$ cat config.mk
export PLATFORM = sky130hd
export DESIGN_NAME = rch_queue
export DESIGN_NICKNAME = d
export VERILOG_FILES = /design/src/hw/rtl/rch_pkg.sv /design/src/hw/rtl/rch_queue.sv
export SDC_FILE = /design/constraint.sdc
export NUM_CORES = 1
export LEC_CHECK = 0
export BUFFER_PORTS_ARGS = -buffer_cell sky130_fd_sc_hd__buf_2
export CAP_MARGIN = 10
export CORE_MARGIN = 2
export CORE_UTILIZATION = 55
export DETAILED_ROUTE_END_ITERATION = 8
export GPL_TIMING_DRIVEN = 0
export PLACE_DENSITY = 0.79
export SLEW_MARGIN = 20
export SYNTH_ARGS = -nofsm -noshare
export SYNTH_HDL_FRONTEND = slang
export SYNTH_SLANG_ARGS = --single-unit
$ cat constraint.sdc
create_clock -name clk -period 1.8 [get_ports clk]
set_clock_uncertainty 0.05 [all_clocks]
set_input_delay 0.36 -clock clk [delete_from_list [all_inputs] [get_ports clk]]
set_output_delay 0.36 -clock clk [all_outputs]
set_load 0.03 [all_outputs]
$ cat src/hw/rtl/rch_pkg.sv
// ----------------------------------------------------------------------------
// rch_pkg: shared types and constants of the color histogram block
// Widths, register indexes, the queue entry and the queue head structs.
// ----------------------------------------------------------------------------
package rch_pkg;

  localparam int MAX_DIM    = 1024;
  localparam int LEVEL_BITS = 3;
  localparam int CH_W       = 8;
  localparam int COORD_W    = 10;
  localparam int DIM_W      = 11;
  localparam int BIN_W      = 3 * LEVEL_BITS;
  localparam int NBINS      = 1 << BIN_W;
  localparam int CNT_W      = 21;
  localparam logic [CNT_W-1:0] COUNT_CAP = CNT_W'(MAX_DIM * MAX_DIM);

  localparam int CFG_IDX_W = 2;
  localparam logic [CFG_IDX_W-1:0] REG_IMAGE_WIDTH   = 2'd0;
  localparam logic [CFG_IDX_W-1:0] REG_IMAGE_HEIGHT  = 2'd1;
  localparam logic [CFG_IDX_W-1:0] REG_WINDOW_WIDTH  = 2'd2;
  localparam logic [CFG_IDX_W-1:0] REG_WINDOW_HEIGHT = 2'd3;

  localparam logic [DIM_W-1:0] RST_IMAGE_WIDTH   = 11'd640;
  localparam logic [DIM_W-1:0] RST_IMAGE_HEIGHT  = 11'd480;
  localparam logic [DIM_W-1:0] RST_WINDOW_WIDTH  = 11'd40;
  localparam logic [DIM_W-1:0] RST_WINDOW_HEIGHT = 11'd120;

  localparam int Q_DEPTH = 4;
  localparam int Q_PTR_W = 2;

  // one classified pixel
  typedef struct packed {
    logic             count;
    logic             frame_end;
    logic             win_ok;
    logic [BIN_W-1:0] bin;
  } entry_t;

  typedef struct packed {
    logic   valid;
    entry_t entry;
  } q_head_t;

endpackage

$ cat src/hw/rtl/rch_queue.sv
// ----------------------------------------------------------------------------
// rch_queue: short queue between classifier and counter
// Small first-in first-out buffer of classified pixels.
// ----------------------------------------------------------------------------
module rch_queue (
  input  logic            clk,
  input  logic            rst_n,
  input  logic            push,
  input  rch_pkg::entry_t push_entry,
  output logic            full,
  input  logic            pop,
  output rch_pkg::q_head_t head
);

  rch_pkg::entry_t              buf_r [rch_pkg::Q_DEPTH];
  logic [rch_pkg::Q_PTR_W-1:0]  wr_ptr_r, rd_ptr_r;
  logic [rch_pkg::Q_PTR_W:0]    fill_r, fill_nxt;

  always_ff @(posedge clk) begin
    if (push) begin
      buf_r[wr_ptr_r] <= push_entry;
    end
  end

  always_comb begin
    fill_nxt = fill_r;
    if (push && !pop) begin
      fill_nxt = fill_r + 1'b1;
    end else if (pop && !push) begin
      fill_nxt = fill_r - 1'b1;
    end
  end

  always_ff @(posedge clk) begin
    if (!rst_n) begin
      wr_ptr_r <= '0;
      rd_ptr_r <= '0;
      fill_r   <= '0;
    end else begin
      if (push) wr_ptr_r <= wr_ptr_r + 1'b1;
      if (pop)  rd_ptr_r <= rd_ptr_r + 1'b1;
      fill_r <= fill_nxt;
    end
  end

  assign full       = (fill_r == (rch_pkg::Q_PTR_W+1)'(rch_pkg::Q_DEPTH));
  assign head.valid = (fill_r != '0);
  assign head.entry = buf_r[rd_ptr_r];

endmodule

* After elaboration in Yosys (flattened, before gate mapping) *
Memory sizes are Yosys's and may differ from the RTL's. A register that Yosys moved wholly into a read port is not among the register bits.
Index checks and enable logic that the tools add are counted.

operators by class
  add/sub/neg operators = 4
  muxes and demuxes = 6
  reduce and logical (&&, ||, !) cells = 6
  equal/unequal tests = 1

operators with widths
  cell                 count
  $mux 3               2
  $add 2x1->2 const B  2
  $mux 2               2
  $add 3x1->3 const B  1
  $eq 3x3->1 const B   1
  $reduce_bool 3->1    1
  $sub 3x1->3 const B  1
  $logic_and 1x1->1    2
  $logic_not 1->1      2
  $mux 1               2
  $reduce_bool 2->1    1

storage, ports and cells
  logic and storage cells = 21
  bits in registers = 7
  output and inout port bits = 14
  bits of input ports = 16
  memories kept = 1
  RAM bits = 48

memory list
  name   words  bits a word  rd ports  clocked after memory_dff  wr ports  RTL line         source
  buf_r  4      12           1         1                         1         rch_queue.sv:15  rch_pkg::entry_t buf_r [rch_pkg::Q_DEPTH];

* Depth between registers and ports, before layout *
Gate-level depths: netlist (run 1).

  word-level depth = 4
  depth in mapped cells = 7
  mapped depth without buffers = 7

* Worst setup path after synthesis (run 1) *
Ideal clock, no wire load.

  kind = input to register
  start point = in pop
  end point = reg fill_r[2] (netlist bit)
  setup slack = 132 ps
  stages on the path = 7
  library setup time = 76 ps
  path buffers = 0
  required time = 1674 ps
  data arrival time = 1542 ps
  cells stage by stage = inv_1 -> ha_1 -> inv_1 -> fa_1 -> xor2_1 -> or3_1 -> a21boi_0

between the ends
  cells in the longest elaborated chain, start to end = 3
  elaborated cells between the ends (all ways) = 5
  classes of those cells = mux (1); reduce/logical (4)

ends and longest elaborated chain
  item                                                RTL line         source
  start, declared                                     rch_queue.sv:11  input logic pop,
  $logic_not 1->1                                     rch_queue.sv:27  if (push && !pop) begin
  $logic_and 1x1->1                                   rch_queue.sv:27
  $mux 3 / $reduce_bool 2->1 (equally long branches)  --
  end signal, assigned                                rch_queue.sv:42  fill_r <= fill_nxt;
  end, declared                                       rch_queue.sv:17  logic [rch_pkg::Q_PTR_W:0] fill_r, fill_nxt;

Several ways; a longest one is shown, not always the timed one.
A chain may end at the register's enable or synchronous reset.

==> run_results.csv, run 1 <==
group,metric,value,unit
outcome,run_status,"complete, but fails checks",
outcome,violations,"setup timing",
hold_path,hold_class,"primary input to register",
clock_network,insertion_delay,0.32,ns
yosys,syn-cell-area,2180,µm²
clock_network,tritoncts,"built",
global_routing,gr-total-overflow,0,
critical_path,reg2reg_depth,4,
final_layout,layout_commonest_cell,"edfxtp_1",
clock_network,cts-root-buf,"clkbuf_8",
sta,post-route-period-util,107,%
place,post-dp-hpwl,2150,µm
sta,setup_ws,-0.129,ns
routing,viasPerCell,5.39,
hold_path,hold_end,"buf_r[0][0]",
final_layout,nNetsFinal,169,
sta,layout_min_cycle_time,1.93,ns
routing,routed-wl-met3,246,µm
sta,maxSlewViolCount,0,
yosys,yosysUniqueCellTypes,19,
clock_network,cts_made_buffers,9,
critical_path,path_max_fanout,5,
die,coreArea,3740,µm²
routing,firstDrtPassIters,4,
critical_path,crit_type,"register to primary output",
routing,vias,1077,
die,fp-row-count,22,
die,fp.dieArea,4490,µm²
routing,wl_met1,1340,µm
power_and_ir_drop,leakagePower,0.956,nW
clock_network,cts.sinks,57,
global_routing,grt_pass1_vias,1124,
sta,clock.fmax,0.518,GHz
global_routing,grt_max_degree,13,
critical_path,r2r_start,"fill_r[0]",
critical_path,path_buf_inv,2,
power_and_ir_drop,ir_drop,0.646,mV
final_layout,nFillCells,239,
critical_path,cp_top_family,"multiplexers",
critical_path,crit_chain,"buf_8 -> mux4_2 -> buf_6",
sta,rsz0062_at_grt,"yes",
global_routing,grt_first_pass_wirelength,5400,µm
yosys,yosys_warnings,0,
final_layout,seqCellArea,1630,µm²
die,start_util,58.3,%
final_layout,multiInputGateArea,522,µm²
final_layout,antennaDiodeCount,0,
critical_path,crit_arrival,1.52,ns
sta,tns,-1.40,ns
routing,routed.top_layer,"met4",
critical_path,rrSetupSlack,0.24,ns
hold_path,hp-start,"push_entry[0]",
clock_network,clk_pin_slew_worst_paths,0.06,ns
yosys,synth_seq_cells,57,
clock_network,cts_buffer_depth,2,
final_layout,area_growth,21.5,%
final_layout,layout-drive-gt1-share,36.8,%
die,die_w,67.0,µm
routing,drt_first_iter_violations,74,
die,ioPinCount,30,
sta,max-slew-margin-rel,57.3,%
yosys,syn_area_per_cell,20.8,µm²
routing,routedWlPerCell,17.4,µm
place,gp_congestion,0.738,
global_routing,grt_antenna_before_repair,0,
yosys,synth.net_count,127,
sta,setup_violations,12,
critical_path,end_kind,"primary output",
place,io_buffers,29,
routing,totalWireLength,3470,µm
yosys,syn_inst,105,
power_and_ir_drop,total_power,2.95,mW
sta,finalHoldViolCount,0,
hold_path,min_path_cells,1,
critical_path,crit_slowest_cell,"mux4_2",
critical_path,cp-start-kind,"register",
sta,worst_pin_slew,0.641,ns
run,max_cap_viol_count,0,
clock_network,cts_hold_buf,0,
critical_path,rr_endpoint,"fill_r[2]",
routing,wl_met2,1810,µm
routing,drc,0,
global_routing,grt.total_usage,18.0,%
critical_path,slowest_delay,0.52,ns
yosys,seq_area_frac_synth,74.3,%
final_layout,layout_common_cells,"edfxtp_1 (48), buf_2 (18), mux4_2 (12), buf_6 (12)",
clock_network,cts_max_level,3,
power_and_ir_drop,power_density,1110,nW/µm²
die,die_y,67.0,µm
critical_path,crit_required,1.39,ns
routing,ant_nets,0,
[timing repair]
| action | CTS | global route |
|---|---|---|
| gates cloned | 1 | 0 |
| endpoints found under the setup margin | 12 | 12 |
| endpoints found under the hold margin | 0 | 0 |
| resized for setup | 30 | 0 |
| buffers inserted | 1 | 0 |
[sequential cells by signal (all words and copies together) (netlist names), named ones only]
register	flops
fill_r	3
rd_ptr_r	2
buf_r	48
wr_ptr_r	2
[cell families (layout without fill, tap and decap cells)]
| logic type | after synthesis | in the layout | synth area share [%] |
|---|---|---|---|
| DFF | 57 | 57 | 74.3 |
| AOI/OAI and AO/OA | 2 | 2 | 0.573 |
| xor gates and xnor gates | 5 | 5 | 2.01 |
| muxes | 14 | 14 | 13.6 |
| buffers and inverters | 6 | 53 | 1.43 |
| adders and majority gates | 6 | 6 | 3.78 |
| and+or+nand+nor | 15 | 15 | 4.24 |
[how the worst max path moves through the flow]
stage | from | endpoint | cells after the start
after floorplan | pop | fill_r[2] | 7
after global placement | push | fill_r[2] | 7
after detailed placement | push | fill_r[2] | 7
after CTS | register | head[5] | 3
after global routing | register | head[5] | 3
final | register | head[5] | 3
[per-stage QoR]
| stage | utilization (%) | hold WS, ns | cells | worst slack, ns | area [µm²] |
|---|---|---|---|---|---|
| 2_1_floorplan | - | 0.409 | 105 | 0.132 | 2180 |
| 4_1_cts | 70.8 | 0.187 | 200 | -0.154 | 2650 |
| 5_1_grt | 70.8 | 0.192 | 200 | -0.195 | 2650 |
| 3_3_place_gp | 63.8 | 0.428 | 182 | -0.0307 | 2390 |
| 6_report | 70.8 | 0.201 | 200 | -0.129 | 2650 |
| 3_5_place_dp | 63.8 | 0.453 | 182 | -0.128 | 2390 |
[per-layer routing]
metal	track usage, %	up-vias
li1	-	494
met1	20.2	535
met2	30.0	40
met3	6.42	8
met4	9.95	0
met5	0	-
[Yosys cell counts]
master    number  area [µm²]
ha_1           5        62.6
xor2_1         3        26.3
fa_1           1        20.0
and2_1         9        56.3
nor2b_1        2        12.5
inv_1          4        15.0
buf_2          1        5.00
o21ai_0        1        5.00
mux4_1         2        52.6
edfxtp_1      48        1440
mux4_2        10         225
nor3b_1        1        7.51
buf_6          1        11.3
or3_1          2        12.5
a21boi_0       1        7.51
xnor2_1        2        17.5
mux2i_1        2        20.0
dfxtp_1        9         180
nand2_1        1        3.75
[layout make-up]
| class | count | area share, % |
|---|---|---|
| multi-input cells | 42 | 19.7 |
| flip-flops and latches | 57 | 61.3 |
| well taps | 48 | 2.27 |
| clock inverters | 5 | 0.849 |
| repair buffers | 31 | 9.63 |
| clock buffers | 11 | 4.96 |
| plain buffers | 2 | 0.755 |
| inverters | 4 | 0.566 |
[power by group]
part           leakage (nW)  total, mW  internal (mW)  switching [mW]
Sequential            0.516       1.55           1.51          0.0398
Clock                0.0735      0.924          0.480           0.444
Combinational         0.367      0.472          0.224           0.248
No activity file was read; power rests on OpenSTA's default activity.
==> run 2, diff against run 1 <==
--- a/config.mk
+++ b/config.mk
@@ -12,6 +12,7 @@
 export DETAILED_ROUTE_END_ITERATION = 8
 export GPL_TIMING_DRIVEN = 0
 export PLACE_DENSITY = 0.79
+export SKIP_CTS_REPAIR_TIMING = 1
 export SLEW_MARGIN = 20
 export SYNTH_ARGS = -nofsm -noshare
 export SYNTH_HDL_FRONTEND = slang
==> run 2 against run 1 <==
Against the previous run: the flow still finishes with violations (setup timing); wire length shrank 2.4%; register-to-register slack about the same; count of clock-buffer cells in the layout unchanged; highest routed layer unchanged; via count up 0.28%; worst hold slack lost 0.0014 ns; cell count stayed put; sequential power about the same; non-clock buffer count unchanged; sequential share of layout area shrank 0.058 points; critical path depth did not move; setup slack lost 0.017 ns; largest power group unchanged.
==> run_results.csv, run 2 (synthesis gave the netlist of run 1 again) <==
group,metric,value,unit
outcome,run_status,"complete, but fails checks",
outcome,violations,"setup timing",
global_routing,gr-total-overflow,0,
routing,totalWireLength,3390,µm
final_layout,layout.cells.non_filler,200,
hold_path,hold_class,"primary input to register",
place,gp_congestion,0.738,
routing,drt_first_iter_violations,70,
routing,vias,1080,
routing,routedWlPerCell,17.0,µm
clock_network,cts_max_level,3,
sta,maxSlewViolCount,0,
final_layout,layout-drive-gt1-share,36.2,%
critical_path,rrSetupSlack,0.24,ns
run,max_cap_viol_count,0,
clock_network,insertion_delay,0.32,ns
clock_network,cts_made_buffers,9,
clock_network,tritoncts,"built",
critical_path,rr_endpoint,"fill_r[2]",
die,fp.dieArea,4490,µm²
critical_path,crit_arrival,1.54,ns
critical_path,crit_type,"register to primary output",
die,fp-row-count,22,
sta,max-slew-margin-rel,57.2,%
hold_path,hold_end,"buf_r[2][11]",
die,start_util,58.3,%
critical_path,crit_required,1.39,ns
power_and_ir_drop,power_density,1110,nW/µm²
power_and_ir_drop,total_power,2.95,mW
place,placed_cells,182,
final_layout,antennaDiodeCount,0,
final_layout,layout_common_cells,"edfxtp_1 (48), buf_2 (18), mux4_2 (11), buf_6 (11)",
sta,layout_min_cycle_time,1.95,ns
critical_path,cp_top_family,"multiplexers",
hold_path,min_path_cells,1,
hold_path,hp-start,"push_entry[11]",
sta,setup_violations,12,
clock_network,cts-root-buf,"clkbuf_8",
final_layout,layout_commonest_cell,"edfxtp_1",
place,io_buffers,29,
sta,clock.fmax,0.514,GHz
clock_network,clk_pin_slew_worst_paths,0.07,ns
final_layout,area_growth,21.6,%
clock_network,cts.sinks,57,
final_layout,largest_reg_flops,48,
power_and_ir_drop,ir_drop,0.643,mV
sta,setup_ws,-0.145,ns
global_routing,grt.total_usage,16.9,%
routing,ant_nets,0,
critical_path,path_buf_inv,2,
global_routing,grt_pass1_vias,1069,
sta,rsz0062_at_grt,"yes",
die,die_y,67.0,µm
place,pre_cts_ws,-0.128,ns
final_layout,nNetsFinal,169,
die,die_w,67.0,µm
critical_path,slowest_delay,0.51,ns
power_and_ir_drop,leakagePower,0.959,nW
place,post-dp-hpwl,2150,µm
die,ioPinCount,30,
critical_path,end_kind,"primary output",
sta,hold_ws,0.199,ns
routing,drc,0,
critical_path,cp.depth,3,
global_routing,grt_first_pass_wirelength,5040,µm
die,coreArea,3740,µm²
final_layout,nFillCells,236,
critical_path,path_max_fanout,5,
final_layout,top_register,"buf_r",
critical_path,reg2reg_depth,4,
global_routing,grt_max_degree,13,
routing,firstDrtPassIters,4,
critical_path,cp-start-kind,"register",
routing,viasPerCell,5.40,
critical_path,crit_chain,"clkbuf_16 -> mux4_2 -> buf_6",
critical_path,crit_slowest_cell,"mux4_2",
critical_path,r2r_start,"fill_r[0]",
final_layout,largest_registers,"buf_r x48, fill_r x3",
sta,finalHoldViolCount,0,
sta,post-route-period-util,108,%
clock_network,cts_buffer_depth,2,
sta,worst_pin_slew,0.642,ns
global_routing,grt_antenna_before_repair,0,
final_layout,post-route-util,70.9,%
==> run 2: area by class of cell <==
class / count / area (µm²) / share of cell area [%]
Sequential cell: 57 / 1630 / 61.2
Multi-Input combinational cell: 42 / 526 / 19.8
Timing Repair Buffer: 31 / 249 / 9.38
Clock buffer: 11 / 131 / 4.95
Tap cell: 48 / 60.1 / 2.26
Buffer: 2 / 25.0 / 0.943
Clock inverter: 5 / 22.5 / 0.849
Inverter: 4 / 15.0 / 0.566
==> run 2: how the worst max path moves through the flow <==
| stage | startpoint | end | slack, ns |
|---|---|---|---|
| 6_report | register | head[9] | -0.15 |
| 5_1_grt | register | head[9] | -0.19 |
| 4_1_cts | register | head[5] | -0.28 |
| 3_5_place_dp | push | fill_r[2] | -0.13 |
| 3_3_place_gp | push | fill_r[2] | -0.03 |
| 2_1_floorplan | pop | fill_r[2] | 0.13 |
==> run 2: stage by stage <==
stage | cell area [µm²] | TNS [ns]
after floorplan | 2180 | 0
after global placement | 2390 | -0.0307
after detailed placement | 2390 | -0.128
after CTS | 2540 | -2.75
after global routing | 2650 | -2.03
final | 2650 | -1.42
==> run 2: routing by layer <==
layer | GRT usage (%) | vias up | routed length (µm)
met5 | 0 | - | 0
met2 | 27.3 | 30 | 1770
li1 | - | 494 | -
met4 | 9.95 | 0 | 70
met3 | 6.42 | 6 | 179
met1 | 19.1 | 550 | 1370
==> run 2: where the power goes <==
part,leakage (nW),switching (mW),internal [mW]
Combinational,0.370,0.245,0.221
Sequential,0.516,0.0393,1.51
Clock,0.0735,0.448,0.480
==> run 2: worst reg2reg max path: stages, from the launching register on <==
cell and delay (ns):
dfxtp_1 0.35, fa_1 0.45, xor2_1 0.16, or3_1 0.30
a21boi_0 0.17
