[config.mk]
export PLATFORM = sky130hd
export DESIGN_NAME = rch_front_flat
export DESIGN_NICKNAME = d
export VERILOG_FILES = /design/src/hw/rtl/rch_pkg.sv /design/src/hw/rtl/rch_pix_if.sv /design/src/hw/rtl/rch_front.sv /design/src/flat_wrapper.sv
export SDC_FILE = /design/constraint.sdc
export NUM_CORES = 1
export LEC_CHECK = 0
export ABC_AREA = 1
export BUFFER_PORTS_ARGS = -buffer_cell sky130_fd_sc_hd__clkbuf_2
export CORE_UTILIZATION = 35
export CTS_CLUSTER_SIZE = 25
export DETAILED_ROUTE_END_ITERATION = 8
export GPL_ROUTABILITY_DRIVEN = 0
export SYNTH_ARGS = -nofsm -noshare
export SYNTH_HDL_FRONTEND = slang
export SYNTH_SLANG_ARGS = --single-unit
[constraint.sdc]
create_clock -name clk -period 6.6 [get_ports clk]
set_clock_uncertainty 0.2 [all_clocks]
set_input_delay 0.66 -clock clk [delete_from_list [all_inputs] [get_ports clk]]
set_output_delay 0.66 -clock clk [all_outputs]
set_load 0.005 [all_outputs]
[src/hw/rtl/rch_pkg.sv]
// ----------------------------------------------------------------------------
// rch_pkg: shared types and constants of the color histogram block
// Widths, register indexes, the queue entry and the queue head structs.
// ----------------------------------------------------------------------------
package rch_pkg;

  localparam int MAX_DIM    = 1024;
  localparam int LEVEL_BITS = 3;
  localparam int CH_W       = 8;
  localparam int COORD_W    = 10;
  localparam int DIM_W      = 11;
  localparam int BIN_W      = 3 * LEVEL_BITS;
  localparam int NBINS      = 1 << BIN_W;
  localparam int CNT_W      = 21;
  localparam logic [CNT_W-1:0] COUNT_CAP = CNT_W'(MAX_DIM * MAX_DIM);

  localparam int CFG_IDX_W = 2;
  localparam logic [CFG_IDX_W-1:0] REG_IMAGE_WIDTH   = 2'd0;
  localparam logic [CFG_IDX_W-1:0] REG_IMAGE_HEIGHT  = 2'd1;
  localparam logic [CFG_IDX_W-1:0] REG_WINDOW_WIDTH  = 2'd2;
  localparam logic [CFG_IDX_W-1:0] REG_WINDOW_HEIGHT = 2'd3;

  localparam logic [DIM_W-1:0] RST_IMAGE_WIDTH   = 11'd640;
  localparam logic [DIM_W-1:0] RST_IMAGE_HEIGHT  = 11'd480;
  localparam logic [DIM_W-1:0] RST_WINDOW_WIDTH  = 11'd40;
  localparam logic [DIM_W-1:0] RST_WINDOW_HEIGHT = 11'd120;

  localparam int Q_DEPTH = 4;
  localparam int Q_PTR_W = 2;

  // one classified pixel
  typedef struct packed {
    logic             count;
    logic             frame_end;
    logic             win_ok;
    logic [BIN_W-1:0] bin;
  } entry_t;

  typedef struct packed {
    logic   valid;
    entry_t entry;
  } q_head_t;

endpackage

[src/hw/rtl/rch_pix_if.sv]
// ----------------------------------------------------------------------------
// rch_pix_if: pixel request channel
// Valid/ready channel that carries one raster pixel.
// ----------------------------------------------------------------------------
interface rch_pix_if;
  logic                        valid;
  logic                        ready;
  logic [rch_pkg::COORD_W-1:0] pixel_row;
  logic [rch_pkg::COORD_W-1:0] pixel_col;
  logic [rch_pkg::CH_W-1:0]    blue;
  logic [rch_pkg::CH_W-1:0]    green;
  logic [rch_pkg::CH_W-1:0]    red;
  logic                        frame_end;

  modport source (output valid, pixel_row, pixel_col, blue, green, red, frame_end,
                  input ready);
  modport sink (input valid, pixel_row, pixel_col, blue, green, red, frame_end,
                output ready);
endinterface

[src/hw/rtl/rch_front.sv]
// ----------------------------------------------------------------------------
// rch_front: pixel classifier
// Holds the configuration, checks the window and forms the bin index.
// ----------------------------------------------------------------------------
module rch_front (
  input  logic                          clk,
  input  logic                          rst_n,
  input  logic                          cfg_we,
  input  logic [rch_pkg::CFG_IDX_W-1:0] cfg_idx,
  input  logic [rch_pkg::DIM_W-1:0]     cfg_wdata,
  rch_pix_if.sink                       pix,
  input  logic                          q_room,
  output logic                          push,
  output rch_pkg::entry_t               push_entry
);

  logic [rch_pkg::DIM_W-1:0]   img_w_r, img_h_r, win_w_r, win_h_r;
  logic [rch_pkg::COORD_W-1:0] cx, hw;
  logic [rch_pkg::DIM_W:0]     row_sum;
  logic [rch_pkg::DIM_W-1:0]   col_sum, col_lim;
  logic                        win_ok, row_in, col_in;

  always_ff @(posedge clk) begin
    if (!rst_n) begin
      img_w_r <= rch_pkg::RST_IMAGE_WIDTH;
      img_h_r <= rch_pkg::RST_IMAGE_HEIGHT;
      win_w_r <= rch_pkg::RST_WINDOW_WIDTH;
      win_h_r <= rch_pkg::RST_WINDOW_HEIGHT;
    end else if (cfg_we) begin
      case (cfg_idx)
        rch_pkg::REG_IMAGE_WIDTH:   img_w_r <= cfg_wdata;
        rch_pkg::REG_IMAGE_HEIGHT:  img_h_r <= cfg_wdata;
        rch_pkg::REG_WINDOW_WIDTH:  win_w_r <= cfg_wdata;
        rch_pkg::REG_WINDOW_HEIGHT: win_h_r <= cfg_wdata;
        default: ;
      endcase
    end
  end

  always_comb begin
    win_ok  = (win_w_r < img_w_r) && (win_h_r < img_h_r);
    cx      = img_w_r[rch_pkg::DIM_W-1:1];
    hw      = win_w_r[rch_pkg::DIM_W-1:1];
    row_sum = {2'b00, pix.pixel_row} + {1'b0, win_h_r};
    row_in  = (row_sum >= {1'b0, img_h_r}) && ({1'b0, pix.pixel_row} < img_h_r);
    col_sum = {1'b0, pix.pixel_col} + {1'b0, hw};
    col_lim = {1'b0, cx} + {1'b0, hw};
    col_in  = (col_sum >= {1'b0, cx}) && ({1'b0, pix.pixel_col} < col_lim);
  end

  assign pix.ready = q_room;
  assign push      = pix.valid && q_room;

  always_comb begin
    push_entry.count     = win_ok && row_in && col_in;
    push_entry.frame_end = pix.frame_end;
    push_entry.win_ok    = win_ok;
    push_entry.bin       = {pix.red[rch_pkg::CH_W-1 -: rch_pkg::LEVEL_BITS],
                            pix.green[rch_pkg::CH_W-1 -: rch_pkg::LEVEL_BITS],
                            pix.blue[rch_pkg::CH_W-1 -: rch_pkg::LEVEL_BITS]};
  end

endmodule

[src/flat_wrapper.sv]
// flat-port wrapper written by rule: the top's interface ports become plain ports
module rch_front_flat 
  (clk, rst_n, cfg_we, cfg_idx, cfg_wdata, q_room, push, push_entry, pix_valid, pix_pixel_row, pix_pixel_col, pix_blue, pix_green, pix_red, pix_frame_end, pix_ready);
  rch_pix_if pix_i ();
  input  logic clk;
  input  logic rst_n;
  input  logic cfg_we;
  input  logic [rch_pkg::CFG_IDX_W-1:0] cfg_idx;
  input  logic [rch_pkg::DIM_W-1:0] cfg_wdata;
  input  logic q_room;
  output logic push;
  output rch_pkg::entry_t push_entry;
  input wire logic [$bits(pix_i.valid)-1:0] pix_valid;
  input wire logic [$bits(pix_i.pixel_row)-1:0] pix_pixel_row;
  input wire logic [$bits(pix_i.pixel_col)-1:0] pix_pixel_col;
  input wire logic [$bits(pix_i.blue)-1:0] pix_blue;
  input wire logic [$bits(pix_i.green)-1:0] pix_green;
  input wire logic [$bits(pix_i.red)-1:0] pix_red;
  input wire logic [$bits(pix_i.frame_end)-1:0] pix_frame_end;
  output wire logic [$bits(pix_i.ready)-1:0] pix_ready;
  assign pix_i.valid = pix_valid;
  assign pix_i.pixel_row = pix_pixel_row;
  assign pix_i.pixel_col = pix_pixel_col;
  assign pix_i.blue = pix_blue;
  assign pix_i.green = pix_green;
  assign pix_i.red = pix_red;
  assign pix_i.frame_end = pix_frame_end;
  assign pix_ready = pix_i.ready;
  rch_front u_core (.clk(clk), .rst_n(rst_n), .cfg_we(cfg_we), .cfg_idx(cfg_idx), .cfg_wdata(cfg_wdata), .pix(pix_i), .q_room(q_room), .push(push), .push_entry(push_entry));
endmodule
=== After elaboration in Yosys (flattened, before gate mapping) ===
Cells that the tools add are included.

* Add/sub/neg operators: 3
* $lt $le $gt $ge: 6
* Eq/ne operators: 3
* Reductions and logical operators: 11

{| class="wikitable"
|+ Operator list
! operator !! count
|-
| 10-bit by 10-bit adder with 11-bit output || 2
|-
| 10-bit by 11-bit < comparator with 1-bit output || 2
|-
| 11-bit < comparator || 2
|-
| 10-bit by 11-bit adder with 12-bit output || 1
|-
| 12-bit by 11-bit >= comparator with 1-bit output || 1
|-
| 11-bit by 10-bit >= comparator with 1-bit output || 1
|-
| 2-bit AND reduction || 4
|-
| 1-bit logical AND || 6
|-
| 2-bit equality test (second input constant) || 2
|-
| 2-bit by 1-bit equality test with 1-bit output (second input constant) || 1
|-
| 2-bit logical NOT || 1
|}

* Bits in registers: 44
* Logic and storage cells: 27

=== Depth between registers and ports, before layout ===
Gate-level depths: netlist of the first run.

* Depth in word-level cells: 5
* Gate-level depth with buffers: 20
* Mapped depth without buffers: 20

=== Worst setup path after synthesis of the first run ===
Ideal clock, no wire load.

* Path type: input -> output
* Start point: input pix_pixel_col[0]
* End point: output push_entry[11] (netlist bit)
* Arrival: 2.756 ns
* Required time: 5.740 ns
* Setup slack: 2.984 ns
* Stages: 16
* Path buffers: 0
* Path through: ha_1 inv_1 fa_1 o21ai_2 nand2_1 nand2_1 a21o_1 xor2_1 ha_1 nand4_1 or3_1 nand3_1 nand2_1 nand2_1 nand2_1 nor2_2

{| class="wikitable"
|+ RTL lines
! element !! RTL line !! text
|-
| start: declaration || flat_wrapper.sv:15 || <nowiki>input wire logic [$bits(pix_i.pixel_col)-1:0] pix_pixel_col;</nowiki>
|-
| end: declaration || flat_wrapper.sv:12 || <nowiki>output rch_pkg::entry_t push_entry;</nowiki>
|}

==> Implementation_results.wiki, run 1 <==
{| class="wikitable"
! Metric !! Value
|-
| Outcome || finished clean
|-
| Clock tree from TritonCTS || done
|-
| Remaining global-route overflow || 0
|-
| Clock root cell || sky130_fd_sc_hd__clkbuf_16
|-
| Worst IR Drop VDD || 0.00009726 V
|-
| Clk sink count || 44
|-
| Core area || 0.01206 mm^2
|-
| # resized after CTS || 0
|-
| Period utilization || 0.6261
|-
| Sequential share of the synthesized area || 0.2018
|-
| Kind of start point of the critical path || primary input
|-
| Clk_lat worst skew || 0.28 ns
|-
| Dominant cell type by area after synthesis || sky130_fd_sc_hd__ha_1
|-
| Mapped Cells || 578
|-
| HPWL after detailed placement || 8461 um
|-
| Leading cell type in the layout, fill and taps excluded || sky130_fd_sc_hd__ha_1
|-
| Seq cells post-synth || 44
|-
| Filler Cells Inserted || 1285
|-
| Layout cells sized above 1 || 0.1353
|-
| Drt via density || 4.974
|-
| Net count, final || 761
|-
| Kind of end point of the critical path || primary output
|-
| Static power due to leakage || 0.002390 uW
|-
| Clock-pin transition on the worst setup and hold timing paths || 0.06 ns
|-
| Maximum achievable frequency || 242.0 MHz
|-
| Crit path time final || 4.132 ns
|-
| Post-CTS repair timing setup buffer count || 0
|-
| Class of the tightest hold or removal check || register to register
|-
| Area of the multi-input gates || 0.003089 mm^2
|-
| Cts-stage hold buffer count || 0
|-
| Number of antenna violations at the first check in global routing || 0
|-
| Highest-count cells in the layout ignoring fill and taps || 89 x sky130_fd_sc_hd__ha_1, 83 x sky130_fd_sc_hd__nand2_1, 63 x sky130_fd_sc_hd__inv_1
|-
| Max-capacitance violation count || 0
|-
| Number of H-tree levels || 2
|-
| Synthesized area per cell || 7.550 um^2
|-
| Pin count of the biggest net entering global routing || 45
|-
| Number of detailed-routing iterations run before antenna repair || 4
|-
| Number of top-level pins || 77
|-
| Maximum fanout count along the critical path || 3
|-
| Vias after detailed routing || 3850
|-
| Number of design rule violations left after detail routing || 0
|-
| Sum Neg Setup Slack || 0 ns
|-
| Max clock buf depth || 2
|-
| Total global-route track usage || 0.1634
|-
| FF/Latch Area || 880.8 um^2
|-
| Horizontal die dimension || 113.7 um
|-
| Number of nets in the synthesized netlist || 733
|-
| Signed area change from the synthesized netlist to the final layout || 10.09%
|-
| Vertical extent of the die || 113.7 um
|-
| Required @ worst endpoint || 5.74 ns
|-
| Worst-margin pin slew || 0.7209 ns
|-
| Number of buffers created by CTS || 5
|-
| Wire length of the first global-routing pass || 17010 um
|-
| Starting DRC count in detailed routing || 226
|-
| Hold Worst Slack || 0.2543 ns
|-
| Via count of the first global-routing pass || 3583
|-
| Top area cells in the synthesized netlist || sky130_fd_sc_hd__ha_1 26%, sky130_fd_sc_hd__dfxtp_1 20%, sky130_fd_sc_hd__nand2_1 7.1%
|-
| # setup viols final || 0
|-
| Number of antenna cells inserted || 0
|-
| Count of antenna-violating nets left after detailed routing || 0
|-
| Die Outline Area || 0.01292 mm^2
|-
| Yosys warns || 0
|-
| Proportion of netlist area held by the largest area contributor || 0.2552
|-
| Setup repair after global routing missed its margin || false
|-
| Cell Rows || 40
|-
| Port bufs || 41
|-
| Netlist cell types || 42
|-
| Type of the worst setup path || primary input to primary output
|-
| Initial Utilization || 0.3618
|-
| Area of the mapped netlist || 0.004364 mm^2
|-
| Crit path arrival time || 3.27 ns
|-
| Pwr/cell area || 175.5 mW/mm^2
|-
| Total wirelength of the detailed-routed design || 10020 um
|-
| Slew Viols, Final || 0
|-
| Count of endpoints failing hold in the final timing report || 0
|-
| Worst slew slack as a fraction of its limit || 0.5194
|-
| Post-detailed-route wirelength per cell || 12.95 um
|}
## synth_stat cells, drive strengths merged
cell type	instances
xnor2	7
a221oi	1
buf	16
o31ai	1
nand2	88
o21bai	1
ha	89
or3	1
o211ai	11
a31oi	4
a211oi	4
a21o	4
nor2	55
o2111ai	3
fa	3
nor3	8
o21ai	44
nand4	9
a21oi	62
o221ai	1
inv	69
clkbuf	5
nand3	25
nor4	2
o2111a	1
o21a	2
dfxtp	44
xor2	18
## worst max-delay path: stages
cell                       delay (ns)
sky130_fd_sc_hd__clkbuf_2        0.09
sky130_fd_sc_hd__ha_1            0.16
sky130_fd_sc_hd__inv_1           0.06
sky130_fd_sc_hd__fa_1            0.42
sky130_fd_sc_hd__o21ai_2         0.20
sky130_fd_sc_hd__nand2_1         0.07
sky130_fd_sc_hd__nand2_1         0.07
sky130_fd_sc_hd__a21o_1          0.16
sky130_fd_sc_hd__xor2_1          0.08
sky130_fd_sc_hd__ha_1            0.31
sky130_fd_sc_hd__nand4_1         0.11
sky130_fd_sc_hd__or3_1           0.33
sky130_fd_sc_hd__nand3_1         0.09
sky130_fd_sc_hd__nand2_1         0.05
sky130_fd_sc_hd__nand2_1         0.05
sky130_fd_sc_hd__nand2_1         0.12
sky130_fd_sc_hd__nor2_2          0.13
sky130_fd_sc_hd__clkbuf_2        0.11
## per-layer routing
metal / part of all wire / wire (um) / up-vias / GRT usage
met2: 0.45 / 4538 / 71 / 0.2707
li1: - / - / 2027 / -
met3: 0.046 / 460 / 10 / 0.03082
met1: 0.49 / 4881 / 1742 / 0.2205
met5: 0 / 0 / - / 0
met4: 0.014 / 142 / 0 / 0.03509
## power by group
part / leakage, uW / total [uW] / internal, uW / switching [uW]
sequential: 0.000361 / 291 / 280 / 11.2
clock: 0.0000760 / 251 / 159 / 92.8
combinational: 0.00195 / 301 / 122 / 179
total: 0.00239 / 843 / 560 / 283
## layout make-up
class / count / area share
Timing Repair Buffer: 42 / 0.04427
Inverter: 69 / 0.05391
Sequential cell: 44 / 0.1833
Multi-Input combinational cell: 444 / 0.6430
Tap cell: 168 / 0.04375
Clock buffer: 7 / 0.03177
## final timing paths
path / startpoint / slack, ns / end / depth (start not counted)
setup / recovery: pix_pixel_col[0] / 2.47 / push_entry[11] / 18
setup reg to reg: u_core.win_w_r[2] / 5.63 / u_core.win_w_r[2] / 2
hold reg to reg: u_core.win_w_r[0] / 0.25 / u_core.win_w_r[0] / 2
hold / removal: u_core.win_w_r[0] / 0.25 / u_core.win_w_r[0] / 2
## registers in the layout, indices dropped and copies added, names as in the netlist
signal	count
u_core.img_h_r	11
u_core.img_w_r	11
u_core.win_h_r	11
u_core.win_w_r	11
## logic make-up (layout without fill, tap and decap cells)
| logic type | count (synthesis) | in the layout | share of synthesized area |
|---|---|---|---|
| XOR/XNOR | 25 | 25 | 0.05017 |
| AO/OA/AOI/OAI | 139 | 139 | 0.1898 |
| AND/OR/NAND/NOR | 188 | 188 | 0.1990 |
| buffers and inverters | 90 | 118 | 0.09031 |
| flip-flops | 44 | 44 | 0.2018 |
| adder cells (fa/ha/maj) | 92 | 92 | 0.2689 |
## stage by stage
step	instances	worst slack [ns]	utilization	power [uW]	instance area [um^2]
finish	774	2.468	0.3983	843.1	4805
global route	774	2.233	0.3983	909.8	4805
CTS	774	2.460	0.3983	851.6	4805
detailed placement	767	2.479	0.3857	596.4	4652
global placement	767	2.510	0.3857	586.7	4652
floorplan	578	2.984	-	524.2	4364
Note: power is estimated with default switching activity, not from simulation.
==> run 2: changes to the inputs <==
==> constraint.sdc (replaced) <==
create_clock -name clk -period 4.3 [get_ports clk]
set_clock_uncertainty 0.2 [all_clocks]
set_input_delay 0.43 -clock clk [delete_from_list [all_inputs] [get_ports clk]]
set_output_delay 0.43 -clock clk [all_outputs]
set_load 0.005 [all_outputs]
==> Implementation_results.wiki, run 2 (synthesis gave the netlist of run 1 again) <==
{| class="wikitable"
! Metric !! Value
|-
| Outcome || finished clean
|-
| Routing usage on met3 || 0.02976 (-0.001063)
|-
| Kind of start point of the critical path || register
|-
| Max clock buf depth || 2 (unchanged)
|-
| Met2 Resource Use GR || 0.2780 (+0.007317)
|-
| Period utilization || 0.8917
|-
| Final WS setup || 0.4659 ns (-2.002 ns)
|-
| Drt via density || 4.907 (-1.3%)
|-
| Leading cell type in the layout, fill and taps excluded || sky130_fd_sc_hd__ha_1
|-
| Number of design rule violations left after detail routing || 0 (unchanged)
|-
| Number of H-tree levels || 2 (unchanged)
|-
| Via count of the first global-routing pass || 3625 (+1.2%)
|-
| Cts-stage hold buffer count || 0 (unchanged)
|-
| Maximum fanout count along the critical path || 4 (+1)
|-
| # resized after CTS || 0 (unchanged)
|-
| Total wirelength of the detailed-routed design || 10120 um (+0.99%)
|-
| Clock-pin transition on the worst setup and hold timing paths || 0.06 ns (about the same)
|-
| Count of endpoints failing hold in the final timing report || 0 (unchanged)
|-
| Clock tree from TritonCTS || done
|-
| Worst IR Drop VDD || 0.0002098 V (+120%)
|-
| Sum Neg Setup Slack || 0 ns (unchanged)
|-
| Cell Rows || 40 (unchanged)
|-
| Class of the tightest hold or removal check || primary input to register
|-
| Maximum achievable frequency || 260.8 MHz
|-
| Dpl ws || 0.6605 ns (-1.819 ns)
|-
| Number of detailed-routing iterations run before antenna repair || 4 (unchanged)
|-
| Horizontal die dimension || 113.7 um (unchanged)
|-
| Pwr/cell area || 278.6 mW/mm^2 (+59%)
|-
| Hold Worst Slack || 0.2154 ns (-0.03890 ns)
|-
| Number of antenna cells inserted || 0 (unchanged)
|-
| Wire length of the first global-routing pass || 17000 um (about the same)
|-
| Number of antenna violations at the first check in global routing || 0 (unchanged)
|-
| Port bufs || 41 (unchanged)
|-
| Crit path time final || 3.834 ns
|-
| Clk_lat worst skew || 0.28 ns (about the same)
|-
| Signed area change from the synthesized netlist to the final layout || 10.52%
|-
| Post-CTS repair timing setup buffer count || 0 (unchanged)
|-
| Die Outline Area || 0.01292 mm^2 (unchanged)
|-
| Max-capacitance violation count || 0 (unchanged)
|-
| Vias after detailed routing || 3803 (-1.2%)
|-
| Setup repair after global routing missed its margin || false
|-
| Core area || 0.01206 mm^2 (unchanged)
|-
| Worst slew slack as a fraction of its limit || 0.5172 (-0.002179)
|-
| Slew Viols, Final || 0 (unchanged)
|-
| Number of top-level pins || 77 (unchanged)
|-
| Total power of the final layout || 1344 uW (+59%)
|-
| Initial Utilization || 0.3618 (unchanged)
|-
| Worst-margin pin slew || 0.7241 ns (+0.003268 ns)
|-
| Vertical extent of the die || 113.7 um (unchanged)
|-
| Grt peak-use layer || met2
|-
| Core occupancy in the finished layout || 0.3999 (+0.001556)
|-
| Static power due to leakage || 0.002395 uW (+0.19%)
|-
| Starting DRC count in detailed routing || 196 (-13%)
|-
| Kind of end point of the critical path || primary output
|-
| Required @ worst endpoint || 3.67 ns (-2.07 ns)
|-
| Layout cells sized above 1 || 0.1367 (+0.001425)
|-
| Clk sink count || 44 (unchanged)
|-
| Number of buffers created by CTS || 5 (unchanged)
|-
| Crit path arrival time || 3.20 ns (-0.07 ns)
|-
| GR met1 Demand/Resource || 0.2178 (-0.002701)
|-
| Remaining global-route overflow || 0 (unchanged)
|-
| Post-detailed-route wirelength per cell || 13.06 um (+0.86%)
|-
| HPWL after detailed placement || 8567 um (+1.3%)
|-
| # setup viols final || 0 (unchanged)
|-
| Total global-route track usage || 0.1623 (-0.001157)
|-
| Highest-count cells in the layout ignoring fill and taps || 89 x sky130_fd_sc_hd__ha_1, 83 x sky130_fd_sc_hd__nand2_1, 63 x sky130_fd_sc_hd__inv_1
|-
| Count of antenna-violating nets left after detailed routing || 0 (unchanged)
|-
| Clock root cell || sky130_fd_sc_hd__clkbuf_16
|-
| Pin count of the biggest net entering global routing || 45 (unchanged)
|-
| Net count, final || 761 (unchanged)
|-
| Type of the worst setup path || register to primary output
|}
==> run 2: cell types whose count changed in the layout (fill, tap and decap cells not counted) <==
cell	before	now
sky130_fd_sc_hd__clkinvlp_4	0	1
sky130_fd_sc_hd__clkbuf_8	2	0
sky130_fd_sc_hd__inv_6	0	1
sky130_fd_sc_hd__bufinv_16	0	1
==> run 2: worst paths after layout <==
check | endpoint | depth (start not counted) | startpoint | slack [ns]
hold reg to reg | u_core.win_w_r[0] | 2 | u_core.win_w_r[0] | 0.26
setup reg to reg | u_core.win_w_r[2] | 2 | u_core.win_w_r[2] | 3.30
hold / removal | u_core.win_h_r[4] | 3 | cfg_wdata[4] | 0.22
setup / recovery | push_entry[11] | 17 | u_core.win_w_r[1] | 0.47
==> run 2: routing by layer <==
layer  part of all wire  vias to the layer above
li1                   -                     2028
met1               0.49                     1720
met5                  0                        -
met4             0.0041                        0
met2               0.47                       51
met3              0.039                        4
==> run 2: area by class of cell <==
type	instances	area, um^2
well taps	168	210.2
multi-input cells	444	3089
repair buffers	42	212.7
flip-flops and latches	44	880.8
fillers	1283	7238
clock buffers	5	125.1
inverters	69	259.0
clock inverters	3	46.29
==> run 2: per-stage QoR <==
| step | std cells | instance area, um^2 |
|---|---|---|
| after floorplan | 578 | 4364 |
| after global placement | 767 | 4652 |
| after detailed placement | 767 | 4652 |
| after CTS | 775 | 4823 |
| after global routing | 775 | 4823 |
| final | 775 | 4823 |
==> run 2: report_power, final <==
group	internal [uW]	switching, uW
clock network	276	159
registers	429	17.3
logic	188	275
total	893	451
==> run 2: critical path, stage by stage, from the launching register on <==
cell and delay, ns:
sky130_fd_sc_hd__dfxtp_1 0.35, sky130_fd_sc_hd__ha_1 0.29, sky130_fd_sc_hd__fa_1 0.51, sky130_fd_sc_hd__a31oi_1 0.24, sky130_fd_sc_hd__xor2_1 0.21, sky130_fd_sc_hd__ha_1 0.27, sky130_fd_sc_hd__a21oi_1 0.16, sky130_fd_sc_hd__nor2_1 0.06
sky130_fd_sc_hd__nor2_1 0.09, sky130_fd_sc_hd__nand3_1 0.09, sky130_fd_sc_hd__nand2_1 0.06, sky130_fd_sc_hd__nand2_1 0.06, sky130_fd_sc_hd__nand2_1 0.06, sky130_fd_sc_hd__nand2_1 0.05, sky130_fd_sc_hd__nand2_1 0.05, sky130_fd_sc_hd__nand2_1 0.12
sky130_fd_sc_hd__nor2_2 0.13, sky130_fd_sc_hd__clkbuf_2 0.11
